$ cat src/hw/rtl/cidp_pkg.sv
// ----------------------------------------------------------------------------
// Caller-ID parser package
// Shared constants, result codes and the frame event type of the caller-ID
// message parser.
// ----------------------------------------------------------------------------
package cidp_pkg;

   // Default store sizes (characters)
   localparam int unsigned NUMBER_MAX_DEF = 24;
   localparam int unsigned NAME_MAX_DEF   = 24;

   // Framing bytes
   localparam logic [7:0] FLAG_BYTE   = 8'h55;
   localparam logic [7:0] LEADIN_SDMF = 8'h04;
   localparam logic [7:0] LEADIN_MDMF = 8'h80;

   // SDMF body index where the number starts
   localparam logic [7:0] SDMF_NUMBER_START = 8'd8;

   // MDMF parameter types
   localparam logic [7:0] PARAM_NUMBER_A = 8'd2;
   localparam logic [7:0] PARAM_NUMBER_B = 8'd4;
   localparam logic [7:0] PARAM_NAME_A   = 8'd7;
   localparam logic [7:0] PARAM_NAME_B   = 8'd8;

   // Result kinds
   localparam logic [1:0] KIND_NUMBER = 2'd0;
   localparam logic [1:0] KIND_NAME   = 2'd1;
   localparam logic [1:0] KIND_STATUS = 2'd2;

   // Frame status codes
   localparam logic [1:0] ST_GOOD_MDMF = 2'd0;
   localparam logic [1:0] ST_GOOD_SDMF = 2'd1;
   localparam logic [1:0] ST_BAD_SUM   = 2'd2;
   localparam logic [1:0] ST_RX_ERR    = 2'd3;

   // Frame end event from the parser to the readout sequencer
   typedef struct packed {
      logic       fire;    // frame ended on this transaction
      logic       good;    // checksum good: read out the stores
      logic [1:0] status;  // status code of the closing result
   } cidp_evt_type;

endpackage

$ cat src/hw/rtl/cidp_if.sv
// ----------------------------------------------------------------------------
// Caller-ID parser channels
// Valid/ready channels for received bytes and for parser results.
// ----------------------------------------------------------------------------
interface cidp_req_if;
   logic       valid;
   logic       ready;
   logic [7:0] rx_byte;
   logic       rx_error;

   modport source (output valid, output rx_byte, output rx_error, input ready);
   modport sink   (input valid, input rx_byte, input rx_error, output ready);
endinterface

interface cidp_rsp_if;
   logic       valid;
   logic       ready;
   logic [1:0] kind;
   logic [7:0] char_value;
   logic [1:0] status;
   logic       last;

   modport source (output valid, output kind, output char_value, output status,
                   output last, input ready);
   modport sink   (input valid, input kind, input char_value, input status,
                   input last, output ready);
endinterface

$ cat src/hw/rtl/caller_id_message_parser_top.sv
// ----------------------------------------------------------------------------
// Caller-ID message parser
// Parses SDMF/MDMF caller-ID frames from demodulated bytes and reads out the
// captured number, name and frame status.
// ----------------------------------------------------------------------------
// Each received byte is one req transaction; zero bytes are dropped, and a
// transaction with rx_error set ends the frame with a receive-error status.
// The number and the name are written into two RAMs of NUMBER_MAX and
// NAME_MAX characters as the body arrives; longer strings are truncated. A
// good frame is followed by one rsp transaction per stored number character,
// one per stored name character and a closing status transaction (last set).
// The readout sequencer walks the RAM read ports one entry per cycle unless
// a low rsp ready holds it; req ready is low while the readout runs. Bad
// checksum and receive error produce just the status transaction, with no
// gap. There is no clearing pass after reset: only entries below the fill
// counts are ever read.
// ----------------------------------------------------------------------------
module caller_id_message_parser_top #(
   parameter int unsigned NUMBER_MAX = cidp_pkg::NUMBER_MAX_DEF,
   parameter int unsigned NAME_MAX   = cidp_pkg::NAME_MAX_DEF
) (
   input  logic        clock,
   input  logic        reset,
   cidp_req_if.sink    req_chan,
   cidp_rsp_if.source  rsp_chan
);

   localparam int unsigned NUM_CW  = $clog2(NUMBER_MAX + 1);
   localparam int unsigned NAME_CW = $clog2(NAME_MAX + 1);
   localparam int unsigned NUM_AW  = (NUMBER_MAX > 1) ? $clog2(NUMBER_MAX) : 1;
   localparam int unsigned NAME_AW = (NAME_MAX > 1) ? $clog2(NAME_MAX) : 1;
   localparam int unsigned IDX_W   = (NUM_CW > NAME_CW) ? NUM_CW : NAME_CW;

   typedef enum logic [3:0] {
      RO_IDLE = 4'b0001,
      RO_NUM  = 4'b0010,
      RO_NAME = 4'b0100,
      RO_STAT = 4'b1000
   } ro_state_type;

   ro_state_type           ro_state_ff, ro_state_in;
   logic [IDX_W-1:0]       idx_ff, idx_in, idx_nx;
   logic [1:0]             stat_ff, stat_in;
   logic                   rsp_valid_ff, rsp_valid_in;
   logic [1:0]             kind_ff, kind_in;
   logic [7:0]             char_ff, char_in;
   logic [1:0]             status_ff, status_in;
   logic                   last_ff, last_in;
   logic                   out_load;
   logic                   can_load;
   logic                   accept;

   logic                   num_we, name_we;
   logic [NUM_AW-1:0]      num_waddr;
   logic [NAME_AW-1:0]     name_waddr;
   logic [7:0]             wr_data;
   logic [NUM_CW-1:0]      number_count;
   logic [NAME_CW-1:0]     name_count;
   logic [7:0]             num_rdata, name_rdata;
   cidp_pkg::cidp_evt_type evt;

   // Input side: take bytes only while no readout runs and the output
   // register is free (or drains this cycle).
   assign can_load       = !rsp_valid_ff || rsp_chan.ready;
   assign req_chan.ready = (ro_state_ff == RO_IDLE) && can_load;
   assign accept         = req_chan.valid && req_chan.ready;

   cidp_parser #(
      .NUMBER_MAX (NUMBER_MAX),
      .NAME_MAX   (NAME_MAX),
      .NUM_CW     (NUM_CW),
      .NAME_CW    (NAME_CW),
      .NUM_AW     (NUM_AW),
      .NAME_AW    (NAME_AW)
   ) u_parser (
      .clock        (clock),
      .reset        (reset),
      .accept       (accept),
      .rx_byte      (req_chan.rx_byte),
      .rx_error     (req_chan.rx_error),
      .num_we       (num_we),
      .num_waddr    (num_waddr),
      .name_we      (name_we),
      .name_waddr   (name_waddr),
      .wr_data      (wr_data),
      .number_count (number_count),
      .name_count   (name_count),
      .evt          (evt)
   );

   // Character stores; the read address is the next readout index, so the
   // registered read data always belongs to the current index.
   cidp_ram #(
      .WIDTH  (8),
      .DEPTH  (NUMBER_MAX),
      .ADDR_W (NUM_AW)
   ) u_num_ram (
      .clock      (clock),
      .wr_en      (num_we),
      .wr_addr    (num_waddr),
      .wr_data    (wr_data),
      .rd_addr    (idx_in[NUM_AW-1:0]),
      .rd_data_ff (num_rdata)
   );

   cidp_ram #(
      .WIDTH  (8),
      .DEPTH  (NAME_MAX),
      .ADDR_W (NAME_AW)
   ) u_name_ram (
      .clock      (clock),
      .wr_en      (name_we),
      .wr_addr    (name_waddr),
      .wr_data    (wr_data),
      .rd_addr    (idx_in[NAME_AW-1:0]),
      .rd_data_ff (name_rdata)
   );

   assign idx_nx = idx_ff + IDX_W'(1);

   // Readout sequencer and output register
   always_comb begin
      ro_state_in = ro_state_ff;
      idx_in      = idx_ff;
      stat_in     = stat_ff;
      out_load    = 1'b0;
      kind_in     = kind_ff;
      char_in     = char_ff;
      status_in   = status_ff;
      last_in     = last_ff;

      unique case (ro_state_ff)
         RO_IDLE: begin
            if (evt.fire && evt.good) begin
               // start readout at entry zero; skip empty stores
               idx_in  = '0;
               stat_in = evt.status;
               if (number_count != '0) begin
                  ro_state_in = RO_NUM;
               end else if (name_count != '0) begin
                  ro_state_in = RO_NAME;
               end else begin
                  ro_state_in = RO_STAT;
               end
            end else if (evt.fire) begin
               // bad checksum or receive error: status only
               out_load  = 1'b1;
               kind_in   = cidp_pkg::KIND_STATUS;
               char_in   = 8'd0;
               status_in = evt.status;
               last_in   = 1'b1;
            end
         end
         RO_NUM: begin
            if (can_load) begin
               out_load  = 1'b1;
               kind_in   = cidp_pkg::KIND_NUMBER;
               char_in   = num_rdata;
               status_in = cidp_pkg::ST_GOOD_MDMF;
               last_in   = 1'b0;
               if (idx_nx == IDX_W'(number_count)) begin
                  idx_in      = '0;
                  ro_state_in = (name_count != '0) ? RO_NAME : RO_STAT;
               end else begin
                  idx_in = idx_nx;
               end
            end
         end
         RO_NAME: begin
            if (can_load) begin
               out_load  = 1'b1;
               kind_in   = cidp_pkg::KIND_NAME;
               char_in   = name_rdata;
               status_in = cidp_pkg::ST_GOOD_MDMF;
               last_in   = 1'b0;
               if (idx_nx == IDX_W'(name_count)) begin
                  idx_in      = '0;
                  ro_state_in = RO_STAT;
               end else begin
                  idx_in = idx_nx;
               end
            end
         end
         RO_STAT: begin
            if (can_load) begin
               out_load    = 1'b1;
               kind_in     = cidp_pkg::KIND_STATUS;
               char_in     = 8'd0;
               status_in   = stat_ff;
               last_in     = 1'b1;
               ro_state_in = RO_IDLE;
            end
         end
         default: ro_state_in = RO_IDLE;
      endcase

      // hold the output until taken, advance on load
      rsp_valid_in = out_load || (rsp_valid_ff && !rsp_chan.ready);
   end

   always_ff @(posedge clock) begin
      if (reset) begin
         ro_state_ff  <= RO_IDLE;
         idx_ff       <= '0;
         rsp_valid_ff <= 1'b0;
      end else begin
         ro_state_ff  <= ro_state_in;
         idx_ff       <= idx_in;
         rsp_valid_ff <= rsp_valid_in;
      end
   end

   always_ff @(posedge clock) begin
      stat_ff   <= stat_in;
      kind_ff   <= kind_in;
      char_ff   <= char_in;
      status_ff <= status_in;
      last_ff   <= last_in;
   end

   assign rsp_chan.valid      = rsp_valid_ff;
   assign rsp_chan.kind       = kind_ff;
   assign rsp_chan.char_value = char_ff;
   assign rsp_chan.status     = status_ff;
   assign rsp_chan.last       = last_ff;

   // ------------------------------------------------------------------------
   // Assertions
   // ------------------------------------------------------------------------

   // no byte transaction may slip in while the stores are read out
   a_no_accept_in_readout : assert property (@(posedge clock) disable iff (reset)
      (ro_state_ff != RO_IDLE) |-> !req_chan.ready)
      else $error("byte taken during readout");

   // fill counts never pass the store sizes
   a_count_bound : assert property (@(posedge clock) disable iff (reset)
      (number_count <= NUM_CW'(NUMBER_MAX)) && (name_count <= NAME_CW'(NAME_MAX)))
      else $error("store fill count beyond store size");

   // character results never close a run and carry a zero status
   a_char_result : assert property (@(posedge clock) disable iff (reset)
      (rsp_chan.valid && (rsp_chan.kind != cidp_pkg::KIND_STATUS))
         |-> (!rsp_chan.last && (rsp_chan.status == cidp_pkg::ST_GOOD_MDMF)))
      else $error("character result with last or status set");

   // the readout always ends in the status result before new bytes are taken
   a_stat_then_idle : assert property (@(posedge clock) disable iff (reset)
      ((ro_state_ff == RO_STAT) && can_load) |=> (ro_state_ff == RO_IDLE) && rsp_chan.last)
      else $error("readout did not close with status");

endmodule

$ cat src/hw/rtl/cidp_ram.sv
// ----------------------------------------------------------------------------
// Caller-ID parser RAM
// Generic single-write, single-read RAM with a registered read port.
// ----------------------------------------------------------------------------
module cidp_ram #(
   parameter int unsigned WIDTH  = 8,
   parameter int unsigned DEPTH  = 24,
   parameter int unsigned ADDR_W = (DEPTH > 1) ? $clog2(DEPTH) : 1
) (
   input  logic              clock,
   input  logic              wr_en,
   input  logic [ADDR_W-1:0] wr_addr,
   input  logic [WIDTH-1:0]  wr_data,
   input  logic [ADDR_W-1:0] rd_addr,
   output logic [WIDTH-1:0]  rd_data_ff
);

   logic [WIDTH-1:0] mem [DEPTH];

   always_ff @(posedge clock) begin
      if (wr_en) begin
         mem[wr_addr] <= wr_data;
      end
      rd_data_ff <= mem[rd_addr];
   end

endmodule

$ cat src/hw/rtl/cidp_parser.sv
// ----------------------------------------------------------------------------
// Caller-ID frame parser
// Byte-level framing state machine, checksum and MDMF parameter tracking;
// drives the store write ports and flags the end of each frame.
// ----------------------------------------------------------------------------
module cidp_parser #(
   parameter int unsigned NUMBER_MAX = cidp_pkg::NUMBER_MAX_DEF,
   parameter int unsigned NAME_MAX   = cidp_pkg::NAME_MAX_DEF,
   parameter int unsigned NUM_CW     = $clog2(NUMBER_MAX + 1),
   parameter int unsigned NAME_CW    = $clog2(NAME_MAX + 1),
   parameter int unsigned NUM_AW     = (NUMBER_MAX > 1) ? $clog2(NUMBER_MAX) : 1,
   parameter int unsigned NAME_AW    = (NAME_MAX > 1) ? $clog2(NAME_MAX) : 1
) (
   input  logic                  clock,
   input  logic                  reset,
   input  logic                  accept,
   input  logic [7:0]            rx_byte,
   input  logic                  rx_error,
   output logic                  num_we,
   output logic [NUM_AW-1:0]     num_waddr,
   output logic                  name_we,
   output logic [NAME_AW-1:0]    name_waddr,
   output logic [7:0]            wr_data,
   output logic [NUM_CW-1:0]     number_count,
   output logic [NAME_CW-1:0]    name_count,
   output cidp_pkg::cidp_evt_type evt
);

   typedef enum logic [4:0] {
      PH_HUNT   = 5'b00001,
      PH_LEADIN = 5'b00010,
      PH_LENGTH = 5'b00100,
      PH_BODY   = 5'b01000,
      PH_CHECK  = 5'b10000
   } phase_type;

   typedef enum logic [2:0] {
      PP_TYPE = 3'b001,
      PP_LEN  = 3'b010,
      PP_DATA = 3'b100
   } pphase_type;

   typedef enum logic [1:0] {
      CL_NONE   = 2'd0,
      CL_NUMBER = 2'd1,
      CL_NAME   = 2'd2
   } class_type;

   phase_type          phase_ff, phase_in;
   pphase_type         pp_ff, pp_in;
   class_type          pc_ff, pc_in;
   logic               mdmf_ff, mdmf_in;
   logic [7:0]         blen_ff, blen_in;
   logic [7:0]         bcnt_ff, bcnt_in;
   logic [7:0]         sum_ff, sum_in;
   logic [7:0]         pleft_ff, pleft_in;
   logic [NUM_CW-1:0]  ncnt_ff, ncnt_in;
   logic [NAME_CW-1:0] acnt_ff, acnt_in;
   class_type          store_cls, clear_cls;
   logic [7:0]         chk_sum;

   assign chk_sum = sum_ff + rx_byte;

   always_comb begin
      phase_in  = phase_ff;
      pp_in     = pp_ff;
      pc_in     = pc_ff;
      mdmf_in   = mdmf_ff;
      blen_in   = blen_ff;
      bcnt_in   = bcnt_ff;
      sum_in    = sum_ff;
      pleft_in  = pleft_ff;
      ncnt_in   = ncnt_ff;
      acnt_in   = acnt_ff;
      store_cls = CL_NONE;
      clear_cls = CL_NONE;
      num_we    = 1'b0;
      name_we   = 1'b0;
      evt       = '0;

      if (accept && rx_error) begin
         phase_in   = PH_HUNT;
         evt.fire   = 1'b1;
         evt.status = cidp_pkg::ST_RX_ERR;
      end else if (accept && (rx_byte != 8'd0)) begin
         unique case (phase_ff)
            PH_HUNT: begin
               if (rx_byte == cidp_pkg::FLAG_BYTE) begin
                  phase_in = PH_LEADIN;
               end
            end
            PH_LEADIN: begin
               if ((rx_byte == cidp_pkg::LEADIN_SDMF) ||
                   (rx_byte == cidp_pkg::LEADIN_MDMF)) begin
                  mdmf_in  = (rx_byte == cidp_pkg::LEADIN_MDMF);
                  sum_in   = rx_byte;
                  ncnt_in  = '0;
                  acnt_in  = '0;
                  pp_in    = PP_TYPE;
                  pc_in    = CL_NONE;
                  pleft_in = 8'd0;
                  bcnt_in  = 8'd0;
                  phase_in = PH_LENGTH;
               end
            end
            PH_LENGTH: begin
               blen_in  = rx_byte;
               sum_in   = chk_sum;
               phase_in = (rx_byte == 8'd0) ? PH_CHECK : PH_BODY;
            end
            PH_BODY: begin
               sum_in  = chk_sum;
               bcnt_in = bcnt_ff + 8'd1;
               if (!mdmf_ff) begin
                  if (bcnt_ff >= cidp_pkg::SDMF_NUMBER_START) begin
                     store_cls = CL_NUMBER;
                  end
               end else begin
                  unique case (pp_ff)
                     PP_TYPE: begin
                        if ((rx_byte == cidp_pkg::PARAM_NUMBER_A) ||
                            (rx_byte == cidp_pkg::PARAM_NUMBER_B)) begin
                           pc_in = CL_NUMBER;
                        end else if ((rx_byte == cidp_pkg::PARAM_NAME_A) ||
                                     (rx_byte == cidp_pkg::PARAM_NAME_B)) begin
                           pc_in = CL_NAME;
                        end else begin
                           pc_in = CL_NONE;
                        end
                        pp_in = PP_LEN;
                     end
                     PP_LEN: begin
                        clear_cls = pc_ff;
                        pleft_in  = rx_byte;
                        pp_in     = (rx_byte == 8'd0) ? PP_TYPE : PP_DATA;
                     end
                     PP_DATA: begin
                        store_cls = pc_ff;
                        pleft_in  = pleft_ff - 8'd1;
                        if (pleft_in == 8'd0) begin
                           pp_in = PP_TYPE;
                        end
                     end
                     default: pp_in = PP_TYPE;
                  endcase
               end
               if (bcnt_in == blen_ff) begin
                  // type byte closing the body: its parameter counts as empty
                  if (mdmf_ff && (pp_in == PP_LEN)) begin
                     clear_cls = pc_in;
                  end
                  phase_in = PH_CHECK;
               end
            end
            PH_CHECK: begin
               phase_in = PH_HUNT;
               evt.fire = 1'b1;
               evt.good = (chk_sum == 8'd0);
               if (chk_sum != 8'd0) begin
                  evt.status = cidp_pkg::ST_BAD_SUM;
               end else begin
                  evt.status = mdmf_ff ? cidp_pkg::ST_GOOD_MDMF : cidp_pkg::ST_GOOD_SDMF;
               end
            end
            default: phase_in = PH_HUNT;
         endcase

         case (clear_cls)
            CL_NUMBER: ncnt_in = '0;
            CL_NAME:   acnt_in = '0;
            default:   ;
         endcase

         // drop characters once a store is full
         case (store_cls)
            CL_NUMBER: begin
               if (ncnt_ff < NUM_CW'(NUMBER_MAX)) begin
                  num_we  = 1'b1;
                  ncnt_in = ncnt_ff + NUM_CW'(1);
               end
            end
            CL_NAME: begin
               if (acnt_ff < NAME_CW'(NAME_MAX)) begin
                  name_we = 1'b1;
                  acnt_in = acnt_ff + NAME_CW'(1);
               end
            end
            default: ;
         endcase
      end
   end

   always_ff @(posedge clock) begin
      if (reset) begin
         phase_ff <= PH_HUNT;
         pp_ff    <= PP_TYPE;
         pc_ff    <= CL_NONE;
         mdmf_ff  <= 1'b0;
         blen_ff  <= 8'd0;
         bcnt_ff  <= 8'd0;
         sum_ff   <= 8'd0;
         pleft_ff <= 8'd0;
         ncnt_ff  <= '0;
         acnt_ff  <= '0;
      end else begin
         phase_ff <= phase_in;
         pp_ff    <= pp_in;
         pc_ff    <= pc_in;
         mdmf_ff  <= mdmf_in;
         blen_ff  <= blen_in;
         bcnt_ff  <= bcnt_in;
         sum_ff   <= sum_in;
         pleft_ff <= pleft_in;
         ncnt_ff  <= ncnt_in;
         acnt_ff  <= acnt_in;
      end
   end

   assign num_waddr    = ncnt_ff[NUM_AW-1:0];
   assign name_waddr   = acnt_ff[NAME_AW-1:0];
   assign wr_data      = rx_byte;
   assign number_count = ncnt_ff;
   assign name_count   = acnt_ff;

endmodule
$ cat src/flat_wrapper.sv
// flat-port wrapper written by rule: the top's interface ports become plain ports
module caller_id_message_parser_top_flat 
#(
   parameter int unsigned NUMBER_MAX = cidp_pkg::NUMBER_MAX_DEF,
   parameter int unsigned NAME_MAX   = cidp_pkg::NAME_MAX_DEF
)
  (clock, reset, req_chan_valid, req_chan_rx_byte, req_chan_rx_error, req_chan_ready, rsp_chan_valid, rsp_chan_kind, rsp_chan_char_value, rsp_chan_status, rsp_chan_last, rsp_chan_ready);
  cidp_req_if req_chan_i ();
  cidp_rsp_if rsp_chan_i ();
  input  logic clock;
  input  logic reset;
  input wire logic [$bits(req_chan_i.valid)-1:0] req_chan_valid;
  input wire logic [$bits(req_chan_i.rx_byte)-1:0] req_chan_rx_byte;
  input wire logic [$bits(req_chan_i.rx_error)-1:0] req_chan_rx_error;
  output wire logic [$bits(req_chan_i.ready)-1:0] req_chan_ready;
  output wire logic [$bits(rsp_chan_i.valid)-1:0] rsp_chan_valid;
  output wire logic [$bits(rsp_chan_i.kind)-1:0] rsp_chan_kind;
  output wire logic [$bits(rsp_chan_i.char_value)-1:0] rsp_chan_char_value;
  output wire logic [$bits(rsp_chan_i.status)-1:0] rsp_chan_status;
  output wire logic [$bits(rsp_chan_i.last)-1:0] rsp_chan_last;
  input wire logic [$bits(rsp_chan_i.ready)-1:0] rsp_chan_ready;
  assign req_chan_i.valid = req_chan_valid;
  assign req_chan_i.rx_byte = req_chan_rx_byte;
  assign req_chan_i.rx_error = req_chan_rx_error;
  assign req_chan_ready = req_chan_i.ready;
  assign rsp_chan_valid = rsp_chan_i.valid;
  assign rsp_chan_kind = rsp_chan_i.kind;
  assign rsp_chan_char_value = rsp_chan_i.char_value;
  assign rsp_chan_status = rsp_chan_i.status;
  assign rsp_chan_last = rsp_chan_i.last;
  assign rsp_chan_i.ready = rsp_chan_ready;
  caller_id_message_parser_top #(.NUMBER_MAX(NUMBER_MAX), .NAME_MAX(NAME_MAX)) u_core (.clock(clock), .reset(reset), .req_chan(req_chan_i), .rsp_chan(rsp_chan_i));
endmodule
$ cat config.mk
export PLATFORM = sky130hd
export DESIGN_NAME = caller_id_message_parser_top_flat
export DESIGN_NICKNAME = d
export VERILOG_FILES = /design/src/hw/rtl/cidp_pkg.sv /design/src/hw/rtl/cidp_if.sv /design/src/hw/rtl/caller_id_message_parser_top.sv /design/src/hw/rtl/cidp_ram.sv /design/src/hw/rtl/cidp_parser.sv /design/src/flat_wrapper.sv
export SDC_FILE = /design/constraint.sdc
export NUM_CORES = 1
export LEC_CHECK = 0
export BUFFER_PORTS_ARGS = -buffer_cell sky130_fd_sc_hd__buf_4
export CAP_MARGIN = 40
export CORE_ASPECT_RATIO = 0.6
export CORE_MARGIN = 5
export CORE_UTILIZATION = 64
export DETAILED_ROUTE_END_ITERATION = 8
export PLACE_DENSITY = 0.8
export SYNTH_ARGS = -nofsm -noshare
export SYNTH_HDL_FRONTEND = slang
export SYNTH_HIERARCHICAL = 1
export SYNTH_SLANG_ARGS = --single-unit
export TNS_END_PERCENT = 1
$ cat constraint.sdc
create_clock -name clock -period 7.24 [get_ports clock]
set_input_delay 0.724 -clock clock [delete_from_list [all_inputs] [get_ports clock]]
set_output_delay 0.724 -clock clock [all_outputs]
set_load 0.1 [all_outputs]
==> implementation parameters <==
Parameter                              Value

Timing
  Min Tclk post-route    between 6 and 7 ns
  Hold violation count in the final report    0
  Final hold slack    between 0.4 and 0.5 ns
  Ratio of final minimum period to clock period    0.841
  Final setup viols    0
  Clock Skew    just under 0.02 ns
  Fmax    roughly 0.16 GHz
  RSZ-0062 raised after global routing    no
  Fin Setup TNS    0 ns
  Total count of max-transition violations in the final report    0
  Actual slew at the worst max-slew pin    approximately 0.97 ns
  Headroom to the max-slew limit    0.348

Setup path
  Number of gates on the worst path with buffers counted    20
  Crit-path cells    buf_4 -> ha_1 -> inv_1 -> fa_1 -> nor2b_1 -> o31a_1 -> a21oi_1 -> or3_1 -> nor4_1 -> and3_1 -> and4b_1 -> a21oi_1 -> o22a_1 -> o21ai_0 -> nand2_4 -> buf_4 -> and2b_1 -> a22oi_1 -> o211ai_1 -> o311ai_1
  Type of the setup path with the least slack    input port to flip-flop
  Endpoint required time on the critical path    around 7.6 ns
  Crit-path max FO    just under 60
  Setup slack of the worst register-to-register path    approximately 1.6 ns
  Biggest cell delay along the critical path    roughly 0.81 ns
  Crit path buf inv count    3
  Worst endpoint data arrival time    approximately 6.5 ns
  Slowest CP cell    sky130_fd_sc_hd__nor4_1
  Worst Reg2Reg Path Length in Cells    19
  Startpoint types    input port
  Setup crit end kind    flip-flop
  Crit-path leading delay family    simple AND/OR/NAND/NOR gates

Global routing
  Number of antenna violations at the first check in global routing    0
  Largest net degree at the start of global routing    85
  Number of global-route vias before repair    around 12000
  Global-route wire length before repair    ~74 mm
  GR Overflow Total    0
  GRT Util Overall    0.264

Layout
  Final standard cell utilization of the core    0.699
  Area taken by multi-input logic gates    6560 µm²
  Register area    13600 µm²
  Share of cells above drive strength 1    0.137
  Inserted Diodes    0
  Area overhead of the layout relative to synthesis    8.32%
  Finished layout cell area    about 23000 µm²
  # nets final    1450
  Fill cell count    2067

Synthesis
  Yosys Warn Count    6
  Post-synthesis cell count    1430
  Number of flip-flops and latches in the synthesized netlist    approximately 480
  Top FF cell, synth    sky130_fd_sc_hd__edfxtp_1
  Post-synthesis async set-or-reset flop share    0
  Number of nets produced by synthesis    ~1500
  Number of enable flip-flop cells after synthesis    approximately 400
  Post-synth cell types    between 70 and 80
  Sequential-to-total area share from yosys stat    0.652
  Avg Synthesized Cell Area    roughly 15 µm²
  Synthesized area    approximately 21000 µm²

Place
  Final estimated routing congestion in global placement    0.915
  Total of buffers placed on input and output ports    27
  Detailed-placement wirelength estimate    29.7 mm
  Instance area at placement    ~21000 µm²

Routing
  Via count    12800
  DRT iter0 DRCs    1542
  Vias per std cell    6.83
  Remaining DRCs    0
  Final ANT Viol Nets    0
  Routed length per instance    roughly 26 µm
  Final Routed Wirelength    47.9 mm
  DRT Pass-1 Iters    5

Clock network
  CTS H-tree lvls    2
  Skew-Pair Late Insertion Delay    roughly 0.55 ns
  CTS Root Buffer Type    sky130_fd_sc_hd__clkbuf_16
  Post-cts repair resize count    0
  Largest buffer count on any clock path    3
  Register clock-pin slew on the reported worst setup and hold paths    about 0.060 ns
  Clock Sink Count    between 400 and 500
  CTS tree    built
  Count of hold-fix buffers inserted at cts    0
  Setup Buffers After CTS    0
  Number of buffers created by CTS    43

Run status
  Status    finished, final reports clean

Floorplan
  Die H    150 µm
  I/O Pins    28
  Initial core utilization    0.646
  Width of the die    243 µm
  Number of placement rows    51
  Core Region    roughly 32000 µm²
  Area of the die    36300 µm²

Run
  Number of max-cap violations    0

Power
  LEAKAGE    approximately 7 nW
  Power density over cell area    252 nW/µm²
  Total power    around 5.7 mW
  VDD IR-drop max    about 0.00023 V

Worst hold path
  Kind of path behind the tightest hold check    flip-flop to flip-flop
  Hold-critical path depth    2
registers in the layout (all words and copies together), names as in the netlist, 8 cells and up:
register,count
u_core/rsp_chan.char_value,8
u_core/u_name_ram/mem,192
u_core/u_name_ram/rd_data_ff,8
u_core/u_num_ram/mem,192
u_core/u_num_ram/rd_data_ff,8
u_core/u_parser/bcnt_ff,8
u_core/u_parser/blen_ff,8
u_core/u_parser/pleft_ff,8
u_core/u_parser/sum_ff,8
cell families (layout without fill, tap and decap cells):
kind of cell	count (synthesis)	in the layout	synth area share
compound gates	260	260	0.0870
xor+xnor	32	32	0.0161
fa+ha+maj	15	15	0.00938
buf+inv	121	146	0.0337
flops	478	478	0.652
mux	148	148	0.110
simple gates	376	376	0.0922
cell usage in the layout (no fill, tap or decap), drive strengths merged, types with 12 or more instances in the layout:
cell and count:
a22oi 21, inv 18, ha 14, nand2 90, buf 50, nor2 108
clkbuf 59, nor2b 14, o211ai 26, xor2 16, dfxtp 79, xnor2 12
mux4 64, o21ai 39, a2bb2oi 18, a21oi 63, clkinv 14, nor3 23
o311ai 16, nand3 41, mux2i 84, edfxtp 399, nand3b 15
final timing paths:
kind	start	to
setup / recovery	req_chan_rx_byte[0]	u_core/u_name_ram/rd_data_ff[1]
hold / removal	u_core/u_parser/sum_ff[7]	u_core/u_parser/sum_ff[7]
setup reg to reg	u_core/u_parser/sum_ff[0]	u_core/u_name_ram/rd_data_ff[1]
hold reg to reg	u_core/u_parser/sum_ff[7]	u_core/u_parser/sum_ff[7]
stage by stage:
stage | std cells | setup slack (ns)
floorplan | 1430 | 1.85
detailed placement | 1797 | 0.778
global placement | 1792 | 0.977
global route | 1879 | 0.862
CTS | 1875 | 1.34
finish | 1879 | 1.15
report_power, final:
part | switching, mW | leakage (nW) | internal (mW)
Combinational | 0.318 | 2.04 | 0.0934
Clock | 0.967 | 0.679 | 1.28
Sequential | 0.0243 | 4.23 | 3.00
Total | 1.31 | 6.94 | 4.38
tightest hold or removal path: stages, from the launching register on:
cell and delay (ns):
sky130_fd_sc_hd__dfxtp_1 0.32, sky130_fd_sc_hd__nand2_1 0.06, sky130_fd_sc_hd__a21oi_1 0.05
synthesized netlist by cell type, types with 10 or more instances:
master                        n  area (µm²)
sky130_fd_sc_hd__buf_2       29         145
sky130_fd_sc_hd__nor3_1      21         105
sky130_fd_sc_hd__xnor2_1     12         105
sky130_fd_sc_hd__a2bb2oi_1   18         158
sky130_fd_sc_hd__mux4_2      64        1440
sky130_fd_sc_hd__a22o_1      10        87.6
sky130_fd_sc_hd__nand3b_1    15         113
sky130_fd_sc_hd__mux2i_1     84         841
sky130_fd_sc_hd__buf_6       10         113
sky130_fd_sc_hd__o211ai_1    26         195
sky130_fd_sc_hd__buf_4       23         173
sky130_fd_sc_hd__nor2_1     106         398
sky130_fd_sc_hd__ha_1        14         175
sky130_fd_sc_hd__clkbuf_1    28         105
sky130_fd_sc_hd__a21oi_1     62         310
sky130_fd_sc_hd__xor2_1      16         140
sky130_fd_sc_hd__a311oi_1    11        96.3
sky130_fd_sc_hd__inv_1       17        63.8
sky130_fd_sc_hd__nor2b_1     14        87.6
sky130_fd_sc_hd__a22oi_1     21         158
sky130_fd_sc_hd__dfxtp_1     79        1580
sky130_fd_sc_hd__or3_1       11        68.8
sky130_fd_sc_hd__o311ai_1    16         140
sky130_fd_sc_hd__nand2_1     90         338
sky130_fd_sc_hd__edfxtp_1   399       12000
sky130_fd_sc_hd__nand3_1     41         205
sky130_fd_sc_hd__o21ai_0     39         195
layer usage:
metal,up-vias,part of all wire,GRT usage
met1,6463,0.43,0.419
met4,0,0.014,0.0533
met5,-,0,0
met3,59,0.12,0.0664
met2,751,0.43,0.376
li1,5563,-,-
cell type report:
| type | instances | area share |
|---|---|---|
| Clock buffer | 59 | 0.0540 |
| Clock inverter | 19 | 0.00755 |
| Inverter | 18 | 0.00322 |
| Multi-Input combinational cell | 831 | 0.291 |
| Sequential cell | 478 | 0.602 |
| Tap cell | 424 | 0.0235 |
| Timing Repair Buffer | 50 | 0.0187 |
Power figures use the tool's default switching activity.
